[src/hw/rtl/bod_pkg.sv]
`timescale 1ns / 1ps
`default_nettype none
// ----------------------------------------------------------------------------
// bod_pkg
// Shared types, command and status codes and stream layout for the bounded
// ordered deque.
// ----------------------------------------------------------------------------
package bod_pkg;

  // default storage depth of the list
  localparam int STORE_DEPTH_DEF = 16;

  // field widths
  localparam int CAP_W    = 5;
  localparam int CMD_W    = 3;
  localparam int DATA_W   = 32;
  localparam int STATUS_W = 2;
  localparam int OCC_W    = 5;

  // capacity limit after reset
  localparam logic [CAP_W-1:0] CAP_RESET = 5'd4;

  // input tdata layout: cmd, target, value from the lowest bit up
  localparam int CMD_LSB     = 0;
  localparam int TARGET_LSB  = CMD_LSB + CMD_W;
  localparam int VALUE_LSB   = TARGET_LSB + DATA_W;
  localparam int IN_FIELDS_W = VALUE_LSB + DATA_W;
  localparam int IN_TDATA_W  = ((IN_FIELDS_W + 7) / 8) * 8;

  // output tdata layout: status, occupancy from the lowest bit up
  localparam int STATUS_LSB   = 0;
  localparam int OCC_LSB      = STATUS_LSB + STATUS_W;
  localparam int OUT_FIELDS_W = OCC_LSB + OCC_W;
  localparam int OUT_TDATA_W  = ((OUT_FIELDS_W + 7) / 8) * 8;

  // command codes
  localparam logic [CMD_W-1:0] CMD_PUSH_FRONT = 3'd0;
  localparam logic [CMD_W-1:0] CMD_PUSH_BACK  = 3'd1;
  localparam logic [CMD_W-1:0] CMD_POP_FRONT  = 3'd2;
  localparam logic [CMD_W-1:0] CMD_POP_BACK   = 3'd3;
  localparam logic [CMD_W-1:0] CMD_INS_AFTER  = 3'd4;
  localparam logic [CMD_W-1:0] CMD_INS_BEFORE = 3'd5;

  // status codes
  localparam logic [STATUS_W-1:0] ST_OK        = 2'd0;
  localparam logic [STATUS_W-1:0] ST_FULL      = 2'd1;
  localparam logic [STATUS_W-1:0] ST_EMPTY     = 2'd2;
  localparam logic [STATUS_W-1:0] ST_NOT_FOUND = 2'd3;

  // finished result handed from the sequencer to the output stage
  typedef struct packed {
    logic                valid;
    logic [STATUS_W-1:0] status;
    logic [OCC_W-1:0]    occupancy;
  } bod_resp_t;

endpackage
`default_nettype wire

[src/hw/rtl/bod_mem.sv]
`timescale 1ns / 1ps
`default_nettype none
// ----------------------------------------------------------------------------
// bod_mem
// Entry store: one write port and one read port, read data registered.
// ----------------------------------------------------------------------------
module bod_mem #(
  parameter int STORE_DEPTH = bod_pkg::STORE_DEPTH_DEF,
  parameter int AW          = $clog2(STORE_DEPTH)
) (
  input  wire logic                      clk,
  input  wire logic                      we,
  input  wire logic [AW-1:0]             waddr,
  input  wire logic [bod_pkg::DATA_W-1:0] wdata,
  input  wire logic                      re,
  input  wire logic [AW-1:0]             raddr,
  output logic      [bod_pkg::DATA_W-1:0] rdata
);
  import bod_pkg::*;

  logic [DATA_W-1:0] mem [STORE_DEPTH];

  // write port
  always_ff @(posedge clk) begin
    if (we) begin
      mem[waddr] <= wdata;
    end
  end

  // read port, read data registered
  always_ff @(posedge clk) begin
    if (re) begin
      rdata <= mem[raddr];
    end
  end

endmodule
`default_nettype wire

[src/hw/rtl/bod_ctrl.sv]
`timescale 1ns / 1ps
`default_nettype none
// ----------------------------------------------------------------------------
// bod_ctrl
// Command sequencer: keeps head and count of a circular list in the entry
// store, searches for the anchor and shifts the tail to open a gap.
// ----------------------------------------------------------------------------
module bod_ctrl #(
  parameter int STORE_DEPTH = bod_pkg::STORE_DEPTH_DEF,
  parameter int AW          = $clog2(STORE_DEPTH)
) (
  input  wire logic                        clk,
  input  wire logic                        rst_n,
  // command in
  input  wire logic                        start,
  input  wire logic [bod_pkg::CMD_W-1:0]   cmd,
  input  wire logic [bod_pkg::DATA_W-1:0]  target,
  input  wire logic [bod_pkg::DATA_W-1:0]  value,
  input  wire logic [bod_pkg::CAP_W-1:0]   cap,
  output logic                             idle,
  // result out
  output bod_pkg::bod_resp_t               resp,
  input  wire logic                        resp_take,
  // entry store
  output logic                             mem_we,
  output logic      [AW-1:0]               mem_waddr,
  output logic      [bod_pkg::DATA_W-1:0]  mem_wdata,
  output logic                             mem_re,
  output logic      [AW-1:0]               mem_raddr,
  input  wire logic [bod_pkg::DATA_W-1:0]  mem_rdata
);
  import bod_pkg::*;

  localparam int CW = $clog2(STORE_DEPTH + 1);
  localparam int SW = CW + 1;
  localparam int MW = (CW > CAP_W) ? CW : CAP_W;
  localparam int EW = CW + OCC_W;
  localparam logic [SW-1:0] DEPTH_S = SW'(STORE_DEPTH);
  localparam logic [CW-1:0] DEPTH_C = CW'(STORE_DEPTH);
  localparam logic [AW-1:0] LAST_A  = AW'(STORE_DEPTH - 1);

  localparam logic [1:0] S_IDLE   = 2'd0;
  localparam logic [1:0] S_SEARCH = 2'd1;
  localparam logic [1:0] S_SHIFT  = 2'd2;
  localparam logic [1:0] S_RESP   = 2'd3;

  logic [1:0]          state_r,  state_nxt;
  logic [CW-1:0]       count_r,  count_nxt;
  logic [AW-1:0]       head_r,   head_nxt;
  logic [CW-1:0]       idx_r,    idx_nxt;
  logic [CW-1:0]       pos_r,    pos_nxt;
  logic                rd_v_r,   rd_v_nxt;
  logic [CW-1:0]       rd_tag_r, rd_tag_nxt;
  logic [CMD_W-1:0]    cmd_r,    cmd_nxt;
  logic [DATA_W-1:0]   target_r, target_nxt;
  logic [DATA_W-1:0]   value_r,  value_nxt;
  logic [STATUS_W-1:0] status_r, status_nxt;
  logic                full;
  logic                empty;
  logic                hit;
  logic                issue;
  logic [EW-1:0]       occ_ext;

  // list position to store address, head plus offset wrapped at the depth
  function automatic logic [AW-1:0] phys_addr(input logic [AW-1:0] base,
                                              input logic [CW-1:0] lidx);
    logic [SW-1:0] sum;
    sum = SW'(base) + SW'(lidx);
    if (sum >= DEPTH_S) begin
      sum = sum - DEPTH_S;
    end
    return sum[AW-1:0];
  endfunction

  // capacity is the smaller of the limit and the store depth
  assign full  = (MW'(count_r) >= MW'(cap)) || (count_r >= DEPTH_C);
  assign empty = (count_r == '0);
  assign hit   = rd_v_r && (mem_rdata == target_r);
  assign idle  = (state_r == S_IDLE);

  // result toward the output stage
  assign occ_ext        = EW'(count_r);
  assign resp.valid     = (state_r == S_RESP);
  assign resp.status    = status_r;
  assign resp.occupancy = occ_ext[OCC_W-1:0];

  // sequencer
  always_comb begin
    state_nxt  = state_r;
    count_nxt  = count_r;
    head_nxt   = head_r;
    idx_nxt    = idx_r;
    pos_nxt    = pos_r;
    rd_v_nxt   = 1'b0;
    rd_tag_nxt = rd_tag_r;
    cmd_nxt    = cmd_r;
    target_nxt = target_r;
    value_nxt  = value_r;
    status_nxt = status_r;
    mem_we     = 1'b0;
    mem_waddr  = head_r;
    mem_wdata  = value_r;
    mem_re     = 1'b0;
    mem_raddr  = head_r;
    issue      = 1'b0;
    case (state_r)
      S_IDLE: begin
        if (start) begin
          cmd_nxt    = cmd;
          target_nxt = target;
          value_nxt  = value;
          status_nxt = ST_OK;
          state_nxt  = S_RESP;
          case (cmd)
            CMD_PUSH_FRONT: begin
              if (full) begin
                status_nxt = ST_FULL;
              end else begin
                head_nxt  = (head_r == '0) ? LAST_A : head_r - AW'(1);
                mem_we    = 1'b1;
                mem_waddr = head_nxt;
                mem_wdata = value;
                count_nxt = count_r + CW'(1);
              end
            end
            CMD_PUSH_BACK: begin
              if (full) begin
                status_nxt = ST_FULL;
              end else begin
                mem_we    = 1'b1;
                mem_waddr = phys_addr(head_r, count_r);
                mem_wdata = value;
                count_nxt = count_r + CW'(1);
              end
            end
            CMD_POP_FRONT: begin
              if (empty) begin
                status_nxt = ST_EMPTY;
              end else begin
                head_nxt  = (head_r == LAST_A) ? '0 : head_r + AW'(1);
                count_nxt = count_r - CW'(1);
              end
            end
            CMD_POP_BACK: begin
              if (empty) begin
                status_nxt = ST_EMPTY;
              end else begin
                count_nxt = count_r - CW'(1);
              end
            end
            CMD_INS_AFTER, CMD_INS_BEFORE: begin
              if (empty) begin
                status_nxt = ST_EMPTY;
              end else if (full) begin
                status_nxt = ST_FULL;
              end else begin
                idx_nxt   = '0;
                state_nxt = S_SEARCH;
              end
            end
            default: begin
            end
          endcase
        end
      end
      S_SEARCH: begin
        // one read a cycle from the front, compare as data returns
        issue = (idx_r < count_r) && !hit;
        if (issue) begin
          mem_re     = 1'b1;
          mem_raddr  = phys_addr(head_r, idx_r);
          idx_nxt    = idx_r + CW'(1);
          rd_tag_nxt = idx_r;
          rd_v_nxt   = 1'b1;
        end
        if (hit) begin
          pos_nxt   = rd_tag_r + CW'(cmd_r == CMD_INS_AFTER);
          idx_nxt   = count_r;
          state_nxt = S_SHIFT;
        end else if (rd_v_r && (rd_tag_r == count_r - CW'(1))) begin
          status_nxt = ST_NOT_FOUND;
          state_nxt  = S_RESP;
        end
      end
      S_SHIFT: begin
        // move entry j-1 to j from the tail down, each write using the registered read data
        if (rd_v_r) begin
          mem_we    = 1'b1;
          mem_waddr = phys_addr(head_r, rd_tag_r);
          mem_wdata = mem_rdata;
        end
        if (idx_r != pos_r) begin
          mem_re     = 1'b1;
          mem_raddr  = phys_addr(head_r, idx_r - CW'(1));
          rd_tag_nxt = idx_r;
          idx_nxt    = idx_r - CW'(1);
          rd_v_nxt   = 1'b1;
        end else if (!rd_v_r) begin
          // gap is open, place the new value
          mem_we     = 1'b1;
          mem_waddr  = phys_addr(head_r, pos_r);
          mem_wdata  = value_r;
          count_nxt  = count_r + CW'(1);
          status_nxt = ST_OK;
          state_nxt  = S_RESP;
        end
      end
      S_RESP: begin
        if (resp_take) begin
          state_nxt = S_IDLE;
        end
      end
      default: begin
        state_nxt = S_IDLE;
      end
    endcase
  end

  // control state
  always_ff @(posedge clk) begin
    if (!rst_n) begin
      state_r <= S_IDLE;
      count_r <= '0;
      head_r  <= '0;
      rd_v_r  <= 1'b0;
    end else begin
      state_r <= state_nxt;
      count_r <= count_nxt;
      head_r  <= head_nxt;
      rd_v_r  <= rd_v_nxt;
    end
  end

  // working registers of the current command
  always_ff @(posedge clk) begin
    idx_r    <= idx_nxt;
    pos_r    <= pos_nxt;
    rd_tag_r <= rd_tag_nxt;
    cmd_r    <= cmd_nxt;
    target_r <= target_nxt;
    value_r  <= value_nxt;
    status_r <= status_nxt;
  end

endmodule
`default_nettype wire

[src/hw/rtl/bounded_ordered_deque.sv]
`timescale 1ns / 1ps
`default_nettype none
// ----------------------------------------------------------------------------
// bounded_ordered_deque
// Ordered list of signed 32-bit values with push and pop at both ends and
// insert before or after the first entry equal to a target.
// ----------------------------------------------------------------------------
// Usage:
//   in_*   : one command per item (cmd, target, value in in_tdata).
//   out_*  : one result per command (status, occupancy after the command).
//   cfg_*  : capacity limit, written while the block is idle.
// Timing:
//   A push or pop is done on acceptance; its result passes through the
//   sequencer's result state and then the output register before it shows
//   on out_tvalid. An insert first searches, reading one stored entry a
//   cycle until the target is found or the list ends, then moves the tail
//   one entry a cycle through the single write port of the entry store,
//   then places the value.
//   One command is worked on at a time; the next one is taken as soon as the
//   result has moved into the output register, even if it is still waiting.
// Reset:
//   The list empties, the capacity limit returns to 4, no result pending.
// Stall:
//   A held result stays on out_tdata; a second finished result waits in the
//   sequencer and no new item is taken until the output register frees up.
// ----------------------------------------------------------------------------
module bounded_ordered_deque #(
  parameter int STORE_DEPTH = bod_pkg::STORE_DEPTH_DEF
) (
  input  wire logic                            clk,
  input  wire logic                            rst_n,
  // command stream
  input  wire logic                            in_tvalid,
  output logic                                 in_tready,
  // cmd[2:0], target[34:3], value[66:35], zero fill
  input  wire logic [bod_pkg::IN_TDATA_W-1:0]  in_tdata,
  // result stream
  output logic                                 out_tvalid,
  input  wire logic                            out_tready,
  // status[1:0], occupancy[6:2], zero fill
  output logic      [bod_pkg::OUT_TDATA_W-1:0] out_tdata,
  // capacity limit
  input  wire logic                            cfg_wr_en,
  input  wire logic [bod_pkg::CAP_W-1:0]       cfg_wr_data
);
  import bod_pkg::*;

  localparam int AW = $clog2(STORE_DEPTH);

  logic [CAP_W-1:0]    cap_r;
  logic                out_valid_r;
  logic [STATUS_W-1:0] out_status_r;
  logic [OCC_W-1:0]    out_occ_r;
  logic                ctrl_idle;
  logic                start;
  logic                resp_take;
  bod_resp_t           resp;
  logic                mem_we;
  logic [AW-1:0]       mem_waddr;
  logic [DATA_W-1:0]   mem_wdata;
  logic                mem_re;
  logic [AW-1:0]       mem_raddr;
  logic [DATA_W-1:0]   mem_rdata;

  // input handshake
  assign in_tready = ctrl_idle && rst_n;
  assign start     = in_tvalid && in_tready;

  // capacity register
  always_ff @(posedge clk) begin
    if (!rst_n) begin
      cap_r <= CAP_RESET;
    end else if (cfg_wr_en) begin
      cap_r <= cfg_wr_data;
    end
  end

  // output register, refilled whenever empty or being taken
  assign resp_take = resp.valid && (!out_valid_r || out_tready);

  always_ff @(posedge clk) begin
    if (!rst_n) begin
      out_valid_r <= 1'b0;
    end else if (resp_take) begin
      out_valid_r <= 1'b1;
    end else if (out_tready) begin
      out_valid_r <= 1'b0;
    end
  end

  always_ff @(posedge clk) begin
    if (resp_take) begin
      out_status_r <= resp.status;
      out_occ_r    <= resp.occupancy;
    end
  end

  assign out_tvalid = out_valid_r;
  assign out_tdata  = {{(OUT_TDATA_W - OUT_FIELDS_W){1'b0}}, out_occ_r, out_status_r};

  // sequencer
  bod_ctrl #(
    .STORE_DEPTH (STORE_DEPTH),
    .AW          (AW)
  ) u_ctrl (
    .clk       (clk),
    .rst_n     (rst_n),
    .start     (start),
    .cmd       (in_tdata[CMD_LSB +: CMD_W]),
    .target    (in_tdata[TARGET_LSB +: DATA_W]),
    .value     (in_tdata[VALUE_LSB +: DATA_W]),
    .cap       (cap_r),
    .idle      (ctrl_idle),
    .resp      (resp),
    .resp_take (resp_take),
    .mem_we    (mem_we),
    .mem_waddr (mem_waddr),
    .mem_wdata (mem_wdata),
    .mem_re    (mem_re),
    .mem_raddr (mem_raddr),
    .mem_rdata (mem_rdata)
  );

  // entry store
  bod_mem #(
    .STORE_DEPTH (STORE_DEPTH),
    .AW          (AW)
  ) u_mem (
    .clk   (clk),
    .we    (mem_we),
    .waddr (mem_waddr),
    .wdata (mem_wdata),
    .re    (mem_re),
    .raddr (mem_raddr),
    .rdata (mem_rdata)
  );

endmodule
`default_nettype wire

[config.mk]
export PLATFORM = sky130hd
export DESIGN_NAME = bounded_ordered_deque
export DESIGN_NICKNAME = d
export VERILOG_FILES = /design/src/hw/rtl/bod_pkg.sv /design/src/hw/rtl/bod_mem.sv /design/src/hw/rtl/bod_ctrl.sv /design/src/hw/rtl/bounded_ordered_deque.sv
export SDC_FILE = /design/constraint.sdc
export NUM_CORES = 1
export LEC_CHECK = 0
export BUFFER_PORTS_ARGS = -buffer_cell sky130_fd_sc_hd__buf_2
export CELL_PAD_IN_SITES_DETAIL_PLACEMENT = 1
export CELL_PAD_IN_SITES_GLOBAL_PLACEMENT = 2
export CORE_ASPECT_RATIO = 0.5
export CORE_MARGIN = 2
export CORE_UTILIZATION = 49
export DETAILED_ROUTE_END_ITERATION = 8
export PLACE_DENSITY = 0.86
export SLEW_MARGIN = 25
export SYNTH_ARGS = -nofsm -noshare
export SYNTH_HDL_FRONTEND = slang
export SYNTH_SLANG_ARGS = --single-unit
export TNS_END_PERCENT = 5
[constraint.sdc]
create_clock -name clk -period 7 [get_ports clk]
set_input_delay 0.35 -clock clk [delete_from_list [all_inputs] [get_ports clk]]
set_output_delay 0.35 -clock clk [all_outputs]
set_load 0.05 [all_outputs]
==> PnR_summary.wiki, run 1 <==
{| class="wikitable"
! Metric !! Value
|-
| Outcome || finished clean
|-
| Average size of a mapped cell || 14.70 um^2
|-
| CTS clock-pin slew for the worst setup and hold paths || 0.07 ns
|-
| Final HPWL from detailed placement || 46680 um
|-
| DR iter-0 viols || 1936
|-
| Number of distinct library cells after synthesis || 68
|-
| Synth area leader || sky130_fd_sc_hd__edfxtp_1
|-
| Cells along the critical path || inv_1 > ha_1 > and2_1 > nand2_1 > or3_1 > nor3_1 > a21boi_4 > mux2i_1 > o21ai_1 > nand3_1 > nor2_4 > buf_4
|-
| Number of flops mapped to enable cells by yosys || 635
|-
| Total design power || 11.85 mW
|-
| CTS-repair resized insts || 0
|-
| Maximum achievable frequency || 210.9 MHz
|-
| Share of the synthesized area in the top cell type || 0.6779
|-
| FF-to-FF Start || u_ctrl.state_r[0]$_SDFFE_PN0P_
|-
| Worst setup path category || reg2reg
|-
| P_sw || 4.074 mW
|-
| WL final || 85450 um
|-
| Internal power component || 7.778 mW
|-
| Combinational group share of total power || 0.283
|-
| Critical path origin || u_ctrl.state_r[0]$_SDFFE_PN0P_
|-
| Vias in the first global route || 19.31k
|-
| Clk network pwr share || 0.262
|-
| Worst-path maximum fanout || 20
|-
| Worst Setup Start Kind || flip-flop
|-
| Critical path arrival || 5.08 ns
|-
| Setup repair after global routing missed its margin || no
|-
| Number of setup violations in the final report || 0
|-
| Total count of hold-check failures in the final report || 0
|-
| Vias post-DR || 18.32k
|-
| Worst R2R Setup Slack || 2.26 ns
|-
| Final ANT Viol Nets || 0
|-
| Data required time of the worst path || 7.33 ns
|-
| Remaining Overflow, GRT || 0
|-
| Worst clock skew on the final layout || 0.02170 ns
|-
| Seq/Total Area, Yosys || 0.6907
|-
| Clock tree from TritonCTS || built
|-
| Seq cells post-synth || 653
|-
| Min-delay src || rst_n
|-
| Warning count from the yosys run || 0
|-
| Total number of nets in the final design || 2183
|-
| Cell area power density || 367.5 nW/um^2
|-
| Routability-driven placement congestion ratio || 0.7830
|-
| Post-Syn Nets || 2037
|-
| Total of buffers placed on input and output ports || 85
|-
| Maximum number of pins on one net before global-route repair || 66
|-
| Max IR drop VDD || 0.0002027 V
|-
| Remaining max-slew budget at the tightest pin || 0.2861
|-
| Ports || 92
|-
| Placement Rows || 62
|-
| Final max-slew violation count || 0
|-
| Via count normalized by instance count || 6.378
|-
| TritonCTS Buffers || 59
|-
| DIE WIDTH || 342.8 um
|-
| Leak || 11.02 nW
|-
| Total global-route track usage || 0.2852
|-
| Die Area || 59450 um^2
|-
| Share of flip-flops with an asynchronous set or reset after synthesis || 0
|-
| Switching share of power || 0.3437
|-
| Crit. End Element || flip-flop
|-
| Shortest clock period the worst path allows after layout || 4.742 ns
|-
| Worst path top cell family by delay || simple AND/OR/NAND/NOR gates
|-
| Growth of design area from synthesis to finish || 14.66%
|-
| Top flip-flop cell by instance count after synthesis || sky130_fd_sc_hd__edfxtp_1
|-
| Max stage delay cell, worst path || sky130_fd_sc_hd__nor2_4
|-
| Post-DR wirelength/cell || 29.75 um
|-
| Number of antenna diodes || 0
|-
| Library cell used as clock root buffer || sky130_fd_sc_hd__clkbuf_16
|-
| Cell types occupying the most area after synthesis || sky130_fd_sc_hd__edfxtp_1 68%, sky130_fd_sc_hd__mux2i_1 6.0%, sky130_fd_sc_hd__a221o_1 3.4%
|-
| Largest stage delay on the critical path || 0.93 ns
|-
| Slew at the pin closest to its max-slew limit || 1.070 ns
|-
| Initial Utilization || 0.4933
|-
| Wire length of the first global-routing pass || 125000 um
|-
| Largest buffer count on any clock path || 3
|-
| Final worst-path cycle share || 0.6774
|-
| Gate Count Post-Synth || 1913
|-
| Number of buffers and inverters on the critical path || 2
|-
| Number of antenna violations at the first check in global routing || 0
|-
| Sum of negative setup slack || 0 ns
|-
| Number of detailed-route iterations in the first pass || 5
|-
| Skew-Pair Late Insertion Delay || 0.64 ns
|-
| Num Clock Sinks || 653
|-
| CTS HTree Levels || 2
|-
| Path category of the worst min-delay check || in2reg
|-
| Core area || 57020 um^2
|-
| Portion of total power attributed to sequential cells || 0.455
|-
| Die height || 173.4 um
|-
| DRC || 0
|-
| Share of final-layout standard cells stronger than drive strength 1 || 0.1364
|-
| Post-synthesis instance area || 28130 um^2
|-
| Number of max-cap violations || 0
|}
kinds of logic (layout without fill, tap and decap cells):
logic type / Yosys count / count (layout) / synth area share
adders and majority gates: 42 / 42 / 0.02002
AOI/OAI and AO/OA: 432 / 432 / 0.1130
xor gates and xnor gates: 70 / 70 / 0.02180
muxes: 202 / 202 / 0.07335
buffers and inverters: 190 / 381 / 0.02869
DFF: 653 / 653 / 0.6907
other: 1 / 1 / 0.0001333
and+or+nand+nor: 323 / 323 / 0.05231
layer usage:
layer,vias up,track usage,wire (um)
met2,892,0.4736,41700
met5,-,0,0
li1,7779,-,-
met3,187,0.05603,7043
met1,9461,0.3744,33810
met4,0,0.1029,2889
area by class of cell:
class / count / area (um^2)
Fill cell: 5447 / 24770
Sequential cell: 653 / 19430
Multi-Input combinational cell: 1070 / 8275
Timing Repair Buffer: 210 / 1572
Clock buffer: 78 / 1548
Tap cell: 768 / 960.9
Inverter: 65 / 245.2
Clock inverter: 28 / 220.2
power by group through the flow:
stage	clock, mW	sequential, mW	combinational [mW]
5_1_grt	3.26	5.41	3.60
6_report	3.10	5.39	3.35
3_5_place_dp	0	5.49	3.13
3_3_place_gp	0	5.48	2.97
2_1_floorplan	0	5.41	2.06
4_1_cts	3.10	5.41	3.19
cells in the final DEF (no fill, tap or decap), types with 5 or more instances in the layout:
cell type,instances
sky130_fd_sc_hd__a211oi_1,9
sky130_fd_sc_hd__a21o_1,11
sky130_fd_sc_hd__a21oi_1,119
sky130_fd_sc_hd__a221o_1,96
sky130_fd_sc_hd__a22oi_1,7
sky130_fd_sc_hd__a31oi_1,6
sky130_fd_sc_hd__buf_2,86
sky130_fd_sc_hd__buf_4,52
sky130_fd_sc_hd__clkbuf_1,19
sky130_fd_sc_hd__clkbuf_16,59
sky130_fd_sc_hd__clkinv_1,14
sky130_fd_sc_hd__clkinv_2,8
sky130_fd_sc_hd__dfxtp_1,17
sky130_fd_sc_hd__dlygate4sd3_1,69
sky130_fd_sc_hd__edfxtp_1,635
sky130_fd_sc_hd__fa_1,5
sky130_fd_sc_hd__ha_1,37
sky130_fd_sc_hd__inv_1,62
sky130_fd_sc_hd__mux2_1,31
sky130_fd_sc_hd__mux2i_1,169
sky130_fd_sc_hd__nand2_1,159
sky130_fd_sc_hd__nand2b_1,7
sky130_fd_sc_hd__nand3_1,16
sky130_fd_sc_hd__nand4_1,39
sky130_fd_sc_hd__nor2_1,45
sky130_fd_sc_hd__nor2_4,20
sky130_fd_sc_hd__o2111ai_1,33
sky130_fd_sc_hd__o211ai_1,40
sky130_fd_sc_hd__o21ai_0,52
sky130_fd_sc_hd__o221ai_2,30
sky130_fd_sc_hd__xnor2_1,52
sky130_fd_sc_hd__xor2_1,18
per-stage QoR:
| step | hold slack [ns] | instances | cell area (um^2) | utilization | setup WS (ns) |
|---|---|---|---|---|---|
| 2_1_floorplan | 0.4003 | 1913 | 28130 | - | 2.385 |
| 3_3_place_gp | 0.4050 | 2695 | 29590 | 0.5189 | 2.466 |
| 3_5_place_dp | 0.4186 | 2696 | 29610 | 0.5193 | 2.312 |
| 4_1_cts | 0.02452 | 2871 | 32070 | 0.5624 | 2.298 |
| 5_1_grt | 0.03285 | 2872 | 32250 | 0.5656 | 2.028 |
| 6_report | 0.03147 | 2872 | 32250 | 0.5656 | 2.258 |
synthesized netlist by cell type (9+ instances only):
cell type and n:
sky130_fd_sc_hd__o211ai_1 40, sky130_fd_sc_hd__clkbuf_1 75, sky130_fd_sc_hd__nand4_1 39, sky130_fd_sc_hd__nor2_1 64
sky130_fd_sc_hd__buf_2 33, sky130_fd_sc_hd__o221ai_1 34, sky130_fd_sc_hd__a21oi_1 119, sky130_fd_sc_hd__dfxtp_1 18
sky130_fd_sc_hd__o2111ai_1 33, sky130_fd_sc_hd__mux2_1 31, sky130_fd_sc_hd__nand3_1 17, sky130_fd_sc_hd__xnor2_1 52
sky130_fd_sc_hd__a221o_1 96, sky130_fd_sc_hd__a211oi_1 9, sky130_fd_sc_hd__edfxtp_1 635, sky130_fd_sc_hd__o21ai_0 52
sky130_fd_sc_hd__ha_1 37, sky130_fd_sc_hd__nand2_1 159, sky130_fd_sc_hd__inv_1 64, sky130_fd_sc_hd__xor2_1 18
sky130_fd_sc_hd__a21o_1 11, sky130_fd_sc_hd__mux2i_1 169
sequential cells by signal, indices dropped and copies added, names as in the netlist:
| register | count |
|---|---|
| u_ctrl.count_r | 5 |
| u_ctrl.target_r | 32 |
| u_mem.mem | 512 |
| u_ctrl.rd_tag_r | 5 |
| out_tvalid | 1 |
| u_ctrl.cmd_r | 3 |
| u_ctrl.pos_r | 5 |
| cap_r | 5 |
| u_ctrl.value_r | 32 |
| u_ctrl.status_r | 2 |
| u_ctrl.head_r | 4 |
| out_occ_r | 5 |
| out_status_r | 2 |
| u_ctrl.rd_v_r | 1 |
| u_ctrl.idx_r | 5 |
| u_ctrl.state_r | 2 |
| u_mem.rdata | 32 |
worst reg2reg max path, stage by stage, from the launching register on:
cell and delay [ns]:
sky130_fd_sc_hd__dfxtp_1 0.33, sky130_fd_sc_hd__inv_1 0.11, sky130_fd_sc_hd__ha_1 0.54, sky130_fd_sc_hd__and2_1 0.23
sky130_fd_sc_hd__nand2_1 0.18, sky130_fd_sc_hd__or3_1 0.47, sky130_fd_sc_hd__nor3_1 0.24, sky130_fd_sc_hd__a21boi_4 0.26
sky130_fd_sc_hd__mux2i_1 0.13, sky130_fd_sc_hd__o21ai_1 0.25, sky130_fd_sc_hd__nand3_1 0.40, sky130_fd_sc_hd__nor2_4 0.93
sky130_fd_sc_hd__buf_4 0.38
what timing repair did:
action | CTS | global route
hold buffers | 69 | 0
setup buffers | 0 | 0
endpoints found under the hold margin | 69 | 0
worst paths after layout:
check | endpoint | depth (start not counted)
hold / removal | cap_r[2]$_SDFFE_PN1P_ | 2
hold reg to reg | out_status_r[1]$_DFFE_PP_ | 0
setup reg to reg | u_mem.mem[7][7]$_DFFE_PP_ | 12
setup / recovery | u_mem.mem[7][7]$_DFFE_PP_ | 12
Power figures use the tool's default switching activity.
==> run 2, diff against run 1 <==
--- a/config.mk
+++ b/config.mk
@@ -5,14 +5,15 @@
 export SDC_FILE = /design/constraint.sdc
 export NUM_CORES = 1
 export LEC_CHECK = 0
+export ABC_AREA = 1
 export BUFFER_PORTS_ARGS = -buffer_cell sky130_fd_sc_hd__buf_2
 export CELL_PAD_IN_SITES_DETAIL_PLACEMENT = 1
 export CELL_PAD_IN_SITES_GLOBAL_PLACEMENT = 2
 export CORE_ASPECT_RATIO = 0.5
 export CORE_MARGIN = 2
-export CORE_UTILIZATION = 49
+export CORE_UTILIZATION = 41
 export DETAILED_ROUTE_END_ITERATION = 8
-export PLACE_DENSITY = 0.86
+export PLACE_DENSITY = 0.81
 export SLEW_MARGIN = 25
 export SYNTH_ARGS = -nofsm -noshare
 export SYNTH_HDL_FRONTEND = slang
==> constraint.sdc (replaced) <==
create_clock -name clk -period 4.85 [get_ports clk]
set_input_delay 0.2425 -clock clk [delete_from_list [all_inputs] [get_ports clk]]
set_output_delay 0.2425 -clock clk [all_outputs]
set_load 0.05 [all_outputs]
==> PnR_summary.wiki, run 2 <==
{| class="wikitable"
! Metric !! Value
|-
| Final core occ || 0.4828
|-
| DRC || 0
|-
| Largest buffer count on any clock path || 3
|-
| Setup repair after global routing missed its margin || no
|-
| Reg with most FFs || u_mem.mem
|-
| Number of max-cap violations || 0
|-
| Total count of hold-check failures in the final report || 0
|-
| Post-DR wirelength/cell || 24.15 um
|-
| Number of detailed-route iterations in the first pass || 6
|-
| Sum of negative setup slack || 0 ns
|-
| DIE WIDTH || 388.9 um
|-
| Remaining max-slew budget at the tightest pin || 0.4127
|-
| Seq/Total Area, Yosys || 0.6396
|-
| Vias in the first global route || 23.63k
|-
| Final HPWL from detailed placement || 60010 um
|-
| Cell types occupying the most area after synthesis || sky130_fd_sc_hd__edfxtp_1 63%, sky130_fd_sc_hd__nand3_1 10%, sky130_fd_sc_hd__nand2_1 8.9%
|-
| Max stage delay cell, worst path || sky130_fd_sc_hd__nor3_1
|-
| Largest register FFs || 512
|-
| Vias post-DR || 22.97k
|-
| Path category of the worst min-delay check || in2reg
|-
| Worst-path maximum fanout || 27
|-
| Final worst-path cycle share || 0.8654
|-
| Worst setup path category || reg2reg
|-
| Total number of nets in the final design || 3280
|-
| Outcome || finished clean
|-
| Die height || 196.5 um
|-
| Number of antenna violations at the first check in global routing || 3
|-
| Number of distinct library cells after synthesis || 45
|-
| Clock tree from TritonCTS || built
|-
| Most common cell after layout, fill and taps aside || sky130_fd_sc_hd__nand2_1
|-
| Seq cells post-synth || 653
|-
| CTS HTree Levels || 2
|-
| Post-CTS Setup Repair Bufs || 0
|-
| Average size of a mapped cell || 10.19 um^2
|-
| Share of flip-flops with an asynchronous set or reset after synthesis || 0
|-
| Filler instances || 8053
|-
| Initial Utilization || 0.4149
|-
| Leak || 14.38 nW
|-
| Top flip-flop cell by instance count after synthesis || sky130_fd_sc_hd__edfxtp_1
|-
| Worst clock skew on the final layout || 0.05293 ns
|-
| Core area || 73220 um^2
|-
| Growth of design area from synthesis to finish || 16.36%
|-
| Placement Rows || 70
|-
| Max IR drop VDD || 0.0004295 V
|-
| Shortest clock period the worst path allows after layout || 4.197 ns
|-
| Skew-Pair Late Insertion Delay || 0.68 ns
|-
| Number of flops mapped to enable cells by yosys || 635
|-
| Via count normalized by instance count || 5.494
|-
| Crit. End Element || flip-flop
|-
| Data required time of the worst path || 5.17 ns
|-
| Most repeated cell in the gate-level netlist after synthesis || sky130_fd_sc_hd__nand2_1
|-
| Top post-synthesis cells by count || 721 x sky130_fd_sc_hd__nand2_1, 635 x sky130_fd_sc_hd__edfxtp_1, 605 x sky130_fd_sc_hd__nand3_1, 383 x sky130_fd_sc_hd__inv_1, 113 x sky130_fd_sc_hd__nor2_1
|-
| Total of buffers placed on input and output ports || 85
|-
| TritonCTS Buffers || 61
|-
| Share of the synthesized area in the top cell type || 0.6277
|-
| Cells along the critical path || ha_1 > nand2_1 > nor2_1 > a31oi_1 > nand2_1 > o21ai_0 > inv_1 > nand2_1 > o21ai_0 > o21ai_0 > inv_1 > nor3_1 > nand2_1 > nor2_4 > buf_12
|-
| Share of final-layout standard cells stronger than drive strength 1 || 0.09882
|-
| Gate Count Post-Synth || 2982
|-
| Number of setup violations in the final report || 0
|-
| Total global-route track usage || 0.2655
|-
| Ports || 92
|-
| Worst path top cell family by delay || simple AND/OR/NAND/NOR gates
|-
| Largest stage delay on the critical path || 0.58 ns
|-
| Most frequent CP cell || sky130_fd_sc_hd__nand2_1
|-
| CTS clock-pin slew for the worst setup and hold paths || 0.07 ns
|-
| WL final || 101000 um
|-
| Post-synthesis instance area || 30380 um^2
|-
| Final ANT Viol Nets || 0
|-
| Wire length of the first global-routing pass || 151100 um
|-
| Cell area power density || 621.7 nW/um^2
|-
| Top library cells by usage in the layout, fill and taps aside || 719 x sky130_fd_sc_hd__nand2_1, 635 x sky130_fd_sc_hd__edfxtp_1, 605 x sky130_fd_sc_hd__nand3_1
|-
| Num Clock Sinks || 653
|-
| Final max-slew violation count || 0
|-
| Warning count from the yosys run || 0
|-
| DR iter-0 viols || 2383
|-
| CTS-repair resized insts || 0
|-
| Die Area || 76420 um^2
|-
| Library cell used as clock root buffer || sky130_fd_sc_hd__clkbuf_16
|-
| Maximum number of pins on one net before global-route repair || 94
|-
| Worst Setup Start Kind || flip-flop
|-
| Number of buffers and inverters on the critical path || 3
|-
| Synth area leader || sky130_fd_sc_hd__edfxtp_1
|-
| Remaining Overflow, GRT || 0
|-
| Routability-driven placement congestion ratio || 0.8428
|-
| Post-Syn Nets || 3106
|-
| Total of hold buffers inserted after clock tree synthesis || 84
|-
| Slew at the pin closest to its max-slew limit || 0.8810 ns
|-
| Critical path arrival || 4.52 ns
|-
| Maximum achievable frequency || 238.2 MHz
|}
[run 2: worst paths after layout]
check	from	slack [ns]	depth (start not counted)	end
setup / recovery	u_ctrl.count_r[3]$_SDFFE_PN0P_	0.65	15	u_mem.mem[8][19]$_DFFE_PP_
setup reg to reg	u_ctrl.count_r[3]$_SDFFE_PN0P_	0.65	15	u_mem.mem[8][19]$_DFFE_PP_
hold reg to reg	u_ctrl.status_r[0]$_DFFE_PP_	0.43	0	out_status_r[0]$_DFFE_PP_
hold / removal	in_tvalid	0.20	3	u_ctrl.cmd_r[0]$_DFFE_PP_
[run 2: where the power goes]
part | total [mW] | leakage [nW] | internal, mW | switching [mW]
Combinational | 9.32 | 7.53 | 2.52 | 6.80
Clock | 4.92 | 0.965 | 2.67 | 2.25
Sequential | 7.73 | 5.89 | 7.45 | 0.282
[run 2: area by class of cell]
cell class	count	area, um^2	area share
Clock buffer	74	1597	0.04516
Sequential cell	653	19430	0.5496
Clock inverter	41	405.4	0.01147
Timing Repair Buffer	272	2412	0.06824
Multi-Input combinational cell	1776	8810	0.2492
Tap cell	972	1216	0.03440
Inverter	392	1478	0.04180
Antenna cell	1	2.502	0.00007079
[run 2: cell families after synthesis]
logic type | synth area share
other | 0.0001234
adders and majority gates | 0.01853
DFF | 0.6396
buffers and inverters | 0.07698
AOI/OAI and AO/OA | 0.04012
xor gates and xnor gates | 0.01240
and+or+nand+nor | 0.2120
muxes | 0.0003295
[run 2: per-layer routing]
layer / vias up / wire (um) / part of all wire / global-route usage
li1: 10458 / - / - / -
met1: 11554 / 43670 / 0.43 / 0.3686
met3: 167 / 7877 / 0.078 / 0.04423
met4: 0 / 2822 / 0.028 / 0.07881
met2: 793 / 46620 / 0.46 / 0.4307
met5: - / 0 / 0 / 0
[run 2: per-stage QoR]
stage                     hold WS [ns]  power [mW]  instances  setup slack (ns)  area, um^2
after global routing            0.2114       23.21       4180            0.1990       35350
after global placement          0.4140       16.74       3980            0.8124       32490
after CTS                       0.1783       21.96       4180            0.7454       35350
after floorplan                 0.3414       13.38       2982           0.04075       30380
after detailed placement        0.4170       16.97       3981            0.7803       32500
final                           0.1999       21.98       4181            0.6526       35350
[run 2: worst reg2reg max path: cells and delay by family, from the launching register on]
family                   cells  cell delay (ns)
AND/OR/NAND/NOR              7             1.86
AO/OA/AOI/OAI                4             0.62
flip-flops                   1             0.57
buffers and inverters        3             0.49
adder cells (fa/ha/maj)      1             0.32
==> run 3, diff against run 2 <==
--- a/config.mk
+++ b/config.mk
@@ -10,10 +10,10 @@
 export CELL_PAD_IN_SITES_DETAIL_PLACEMENT = 1
 export CELL_PAD_IN_SITES_GLOBAL_PLACEMENT = 2
 export CORE_ASPECT_RATIO = 0.5
-export CORE_MARGIN = 2
-export CORE_UTILIZATION = 41
+export CORE_MARGIN = 3
+export CORE_UTILIZATION = 25
 export DETAILED_ROUTE_END_ITERATION = 8
-export PLACE_DENSITY = 0.81
+export PLACE_DENSITY = 0.55
 export SLEW_MARGIN = 25
 export SYNTH_ARGS = -nofsm -noshare
 export SYNTH_HDL_FRONTEND = slang
==> PnR_summary.wiki, run 3 (synthesis gave the netlist of run 2 again) <==
{| class="wikitable"
! Metric !! Value
|-
| Outcome || finished clean
|-
| Number of detailed-route iterations in the first pass || 5
|-
| Worst Setup Start Kind || flip-flop
|-
| Post-CTS Setup Repair Bufs || 0
|-
| Min-delay src || in_tvalid
|-
| Vias post-DR || 22.30k
|-
| Slew at the pin closest to its max-slew limit || 0.8979 ns
|-
| Maximum number of pins on one net before global-route repair || 141
|-
| DIE WIDTH || 499.0 um
|-
| Remaining Overflow, GRT || 0
|-
| Skew-Pair Late Insertion Delay || 0.65 ns
|-
| Num Clock Sinks || 653
|-
| Met3 routed WL || 3911 um
|-
| Crit. End Element || flip-flop
|-
| Worst clock skew on the final layout || 0.02352 ns
|-
| CTS HTree Levels || 3
|-
| Shortest clock period the worst path allows after layout || 4.014 ns
|-
| Core area || 119300 um^2
|-
| Sum of negative setup slack || 0 ns
|-
| Top layer in use || met4
|-
| Final worst-path cycle share || 0.8277
|-
| Number of antenna violations at the first check in global routing || 2
|-
| Worst-path maximum fanout || 27
|-
| Portion of total power attributed to sequential cells || 0.342
|-
| CTS clock-pin slew for the worst setup and hold paths || 0.07 ns
|-
| Final design area excluding fillers || 36460 um^2
|-
| Final core occ || 0.3057
|-
| Top library cells by usage in the layout, fill and taps aside || 719 x sky130_fd_sc_hd__nand2_1, 635 x sky130_fd_sc_hd__edfxtp_1, 605 x sky130_fd_sc_hd__nand3_1
|-
| Number of max-cap violations || 0
|-
| DRC || 0
|-
| CTS-repair resized insts || 0
|-
| Number of setup violations in the final report || 0
|-
| Growth of design area from synthesis to finish || 20.01%
|-
| Wire length of the first global-routing pass || 160200 um
|-
| Total global-route track usage || 0.1730
|-
| Metal1 wirelength || 54510 um
|-
| Share of final-layout standard cells stronger than drive strength 1 || 0.1081
|-
| Critical path arrival || 4.47 ns
|-
| Largest register FFs || 512
|-
| Clock tree from TritonCTS || built
|-
| Final max-slew violation count || 0
|-
| Vias in the first global route || 22.91k
|-
| Post-DR wirelength/cell || 22.60 um
|-
| DR iter-0 viols || 1367
|-
| Final HPWL from detailed placement || 67260 um
|-
| Worst path top cell family by delay || simple AND/OR/NAND/NOR gates
|-
| Total count of hold-check failures in the final report || 0
|-
| Reg with most FFs || u_mem.mem
|-
| Number of buffers and inverters on the critical path || 3
|-
| FF-to-FF Start || u_ctrl.count_r[2]$_SDFFE_PN0P_
|-
| Cell area power density || 618.7 nW/um^2
|-
| Area post-placement || 33510 um^2
|-
| Routability-driven placement congestion ratio || 0.8174
|-
| WL final || 109300 um
|-
| Critical path origin || u_ctrl.count_r[2]$_SDFFE_PN0P_
|-
| Remaining max-slew budget at the tightest pin || 0.3991
|-
| Count of placed standard cells including taps || 4634
|-
| Max stage delay cell, worst path || sky130_fd_sc_hd__dfxtp_1
|-
| Internal power component || 13.01 mW
|-
| Total of buffers placed on input and output ports || 85
|-
| Clk network pwr share || 0.228
|-
| Worst setup path category || reg2reg
|-
| Final ANT Viol Nets || 0
|-
| Leak || 14.60 nW
|-
| Ports || 92
|-
| Maximum achievable frequency || 249.1 MHz
|-
| Library cell used as clock root buffer || sky130_fd_sc_hd__clkbuf_16
|-
| Setup repair after global routing missed its margin || no
|-
| Largest stage delay on the critical path || 0.53 ns
|-
| Cells along the critical path || inv_1 > ha_1 > a21oi_1 > o21ai_0 > a21oi_1 > nand2_2 > nand2_2 > nand2_4 > nand2_1 > nand2_4 > inv_4 > buf_4 > nand3_1 > nand3_1 > nand3_1 > nand2_1
|-
| TritonCTS Buffers || 69
|-
| Switching share of power || 0.4233
|-
| Most frequent CP cell || sky130_fd_sc_hd__nand3_1
|-
| Die Area || 126000 um^2
|-
| Data required time of the worst path || 5.31 ns
|-
| Initial Utilization || 0.2547
|-
| Placement Rows || 89
|-
| Via count normalized by instance count || 4.609
|-
| Met2 wirelength from detailed routing || 48870 um
|-
| P_sw || 9.548 mW
|-
| Path category of the worst min-delay check || in2reg
|-
| Total number of nets in the final design || 3322
|-
| Largest buffer count on any clock path || 3
|-
| Most common cell after layout, fill and taps aside || sky130_fd_sc_hd__nand2_1
|-
| Max IR drop VDD || 0.0005029 V
|-
| Combinational group share of total power || 0.431
|-
| Die height || 252.5 um
|-
| Post-layout instance count excluding filler cells || 4839
|}
run 3: cell count changes in the layout (fill, tap and decap cells not counted), sizes merged:
cell      change
clkinv       -13
buf          +34
inv           +3
clkinvlp      -2
clkbuf       +19
bufinv        -3
run 3: final cells by class:
type / instances / area (um^2)
fillers: 13395 / 82810
repair buffers: 306 / 2678
flip-flops and latches: 653 / 19430
clock buffers: 93 / 1848
diodes: 1 / 2.502
well taps: 1592 / 1992
inverters: 392 / 1478
clock inverters: 26 / 227.7
multi-input cells: 1776 / 8803
run 3: per-stage QoR:
stage,total power [mW],setup WS (ns),hold slack [ns]
finish,22.56,0.8359,0.2767
global route,24.06,0.4591,0.2876
CTS,22.88,0.6924,0.2367
detailed placement,17.59,0.7250,0.4168
global placement,17.48,0.7917,0.4213
floorplan,13.38,0.04075,0.3414
run 3: power groups by stage:
stage / Sequential, mW / Combinational [mW] / Clock (mW)
floorplan: 7.75 / 5.63 / 0
global placement: 7.83 / 9.65 / 0
detailed placement: 7.83 / 9.76 / 0
CTS: 7.71 / 9.86 / 5.31
global route: 7.75 / 10.8 / 5.50
finish: 7.71 / 9.71 / 5.13
run 3: worst paths after layout:
kind / to / slack [ns] / depth (start not counted)
setup / recovery: u_mem.rdata[30]$_DFFE_PP_ / 0.84 / 16
hold / removal: u_ctrl.head_r[3]$_SDFFE_PN0P_ / 0.28 / 5
setup reg to reg: u_mem.rdata[30]$_DFFE_PP_ / 0.84 / 16
hold reg to reg: out_status_r[0]$_DFFE_PP_ / 0.43 / 0
run 3: worst register-to-register path: stages (launching register included):
cell and delay [ns]:
sky130_fd_sc_hd__dfxtp_1 0.53, sky130_fd_sc_hd__inv_1 0.18, sky130_fd_sc_hd__ha_1 0.34, sky130_fd_sc_hd__a21oi_1 0.11, sky130_fd_sc_hd__o21ai_0 0.09, sky130_fd_sc_hd__a21oi_1 0.39, sky130_fd_sc_hd__nand2_2 0.15, sky130_fd_sc_hd__nand2_2 0.10
sky130_fd_sc_hd__nand2_4 0.09, sky130_fd_sc_hd__nand2_1 0.12, sky130_fd_sc_hd__nand2_4 0.28, sky130_fd_sc_hd__inv_4 0.51, sky130_fd_sc_hd__buf_4 0.39, sky130_fd_sc_hd__nand3_1 0.14, sky130_fd_sc_hd__nand3_1 0.10, sky130_fd_sc_hd__nand3_1 0.09
sky130_fd_sc_hd__nand2_1 0.21
run 3: layer usage:
layer	vias to the layer above	GRT usage
li1	10537	-
met1	11292	0.2539
met2	344	0.2721
met3	128	0.02188
met4	0	0.03876
met5	-	0
run 3: repair_timing:
| item | in CTS | in global routing |
|---|---|---|
| hold buffers | 84 | 0 |
| endpoints found under the hold margin | 78 | 0 |
| setup endpoints to repair | 0 | 0 |
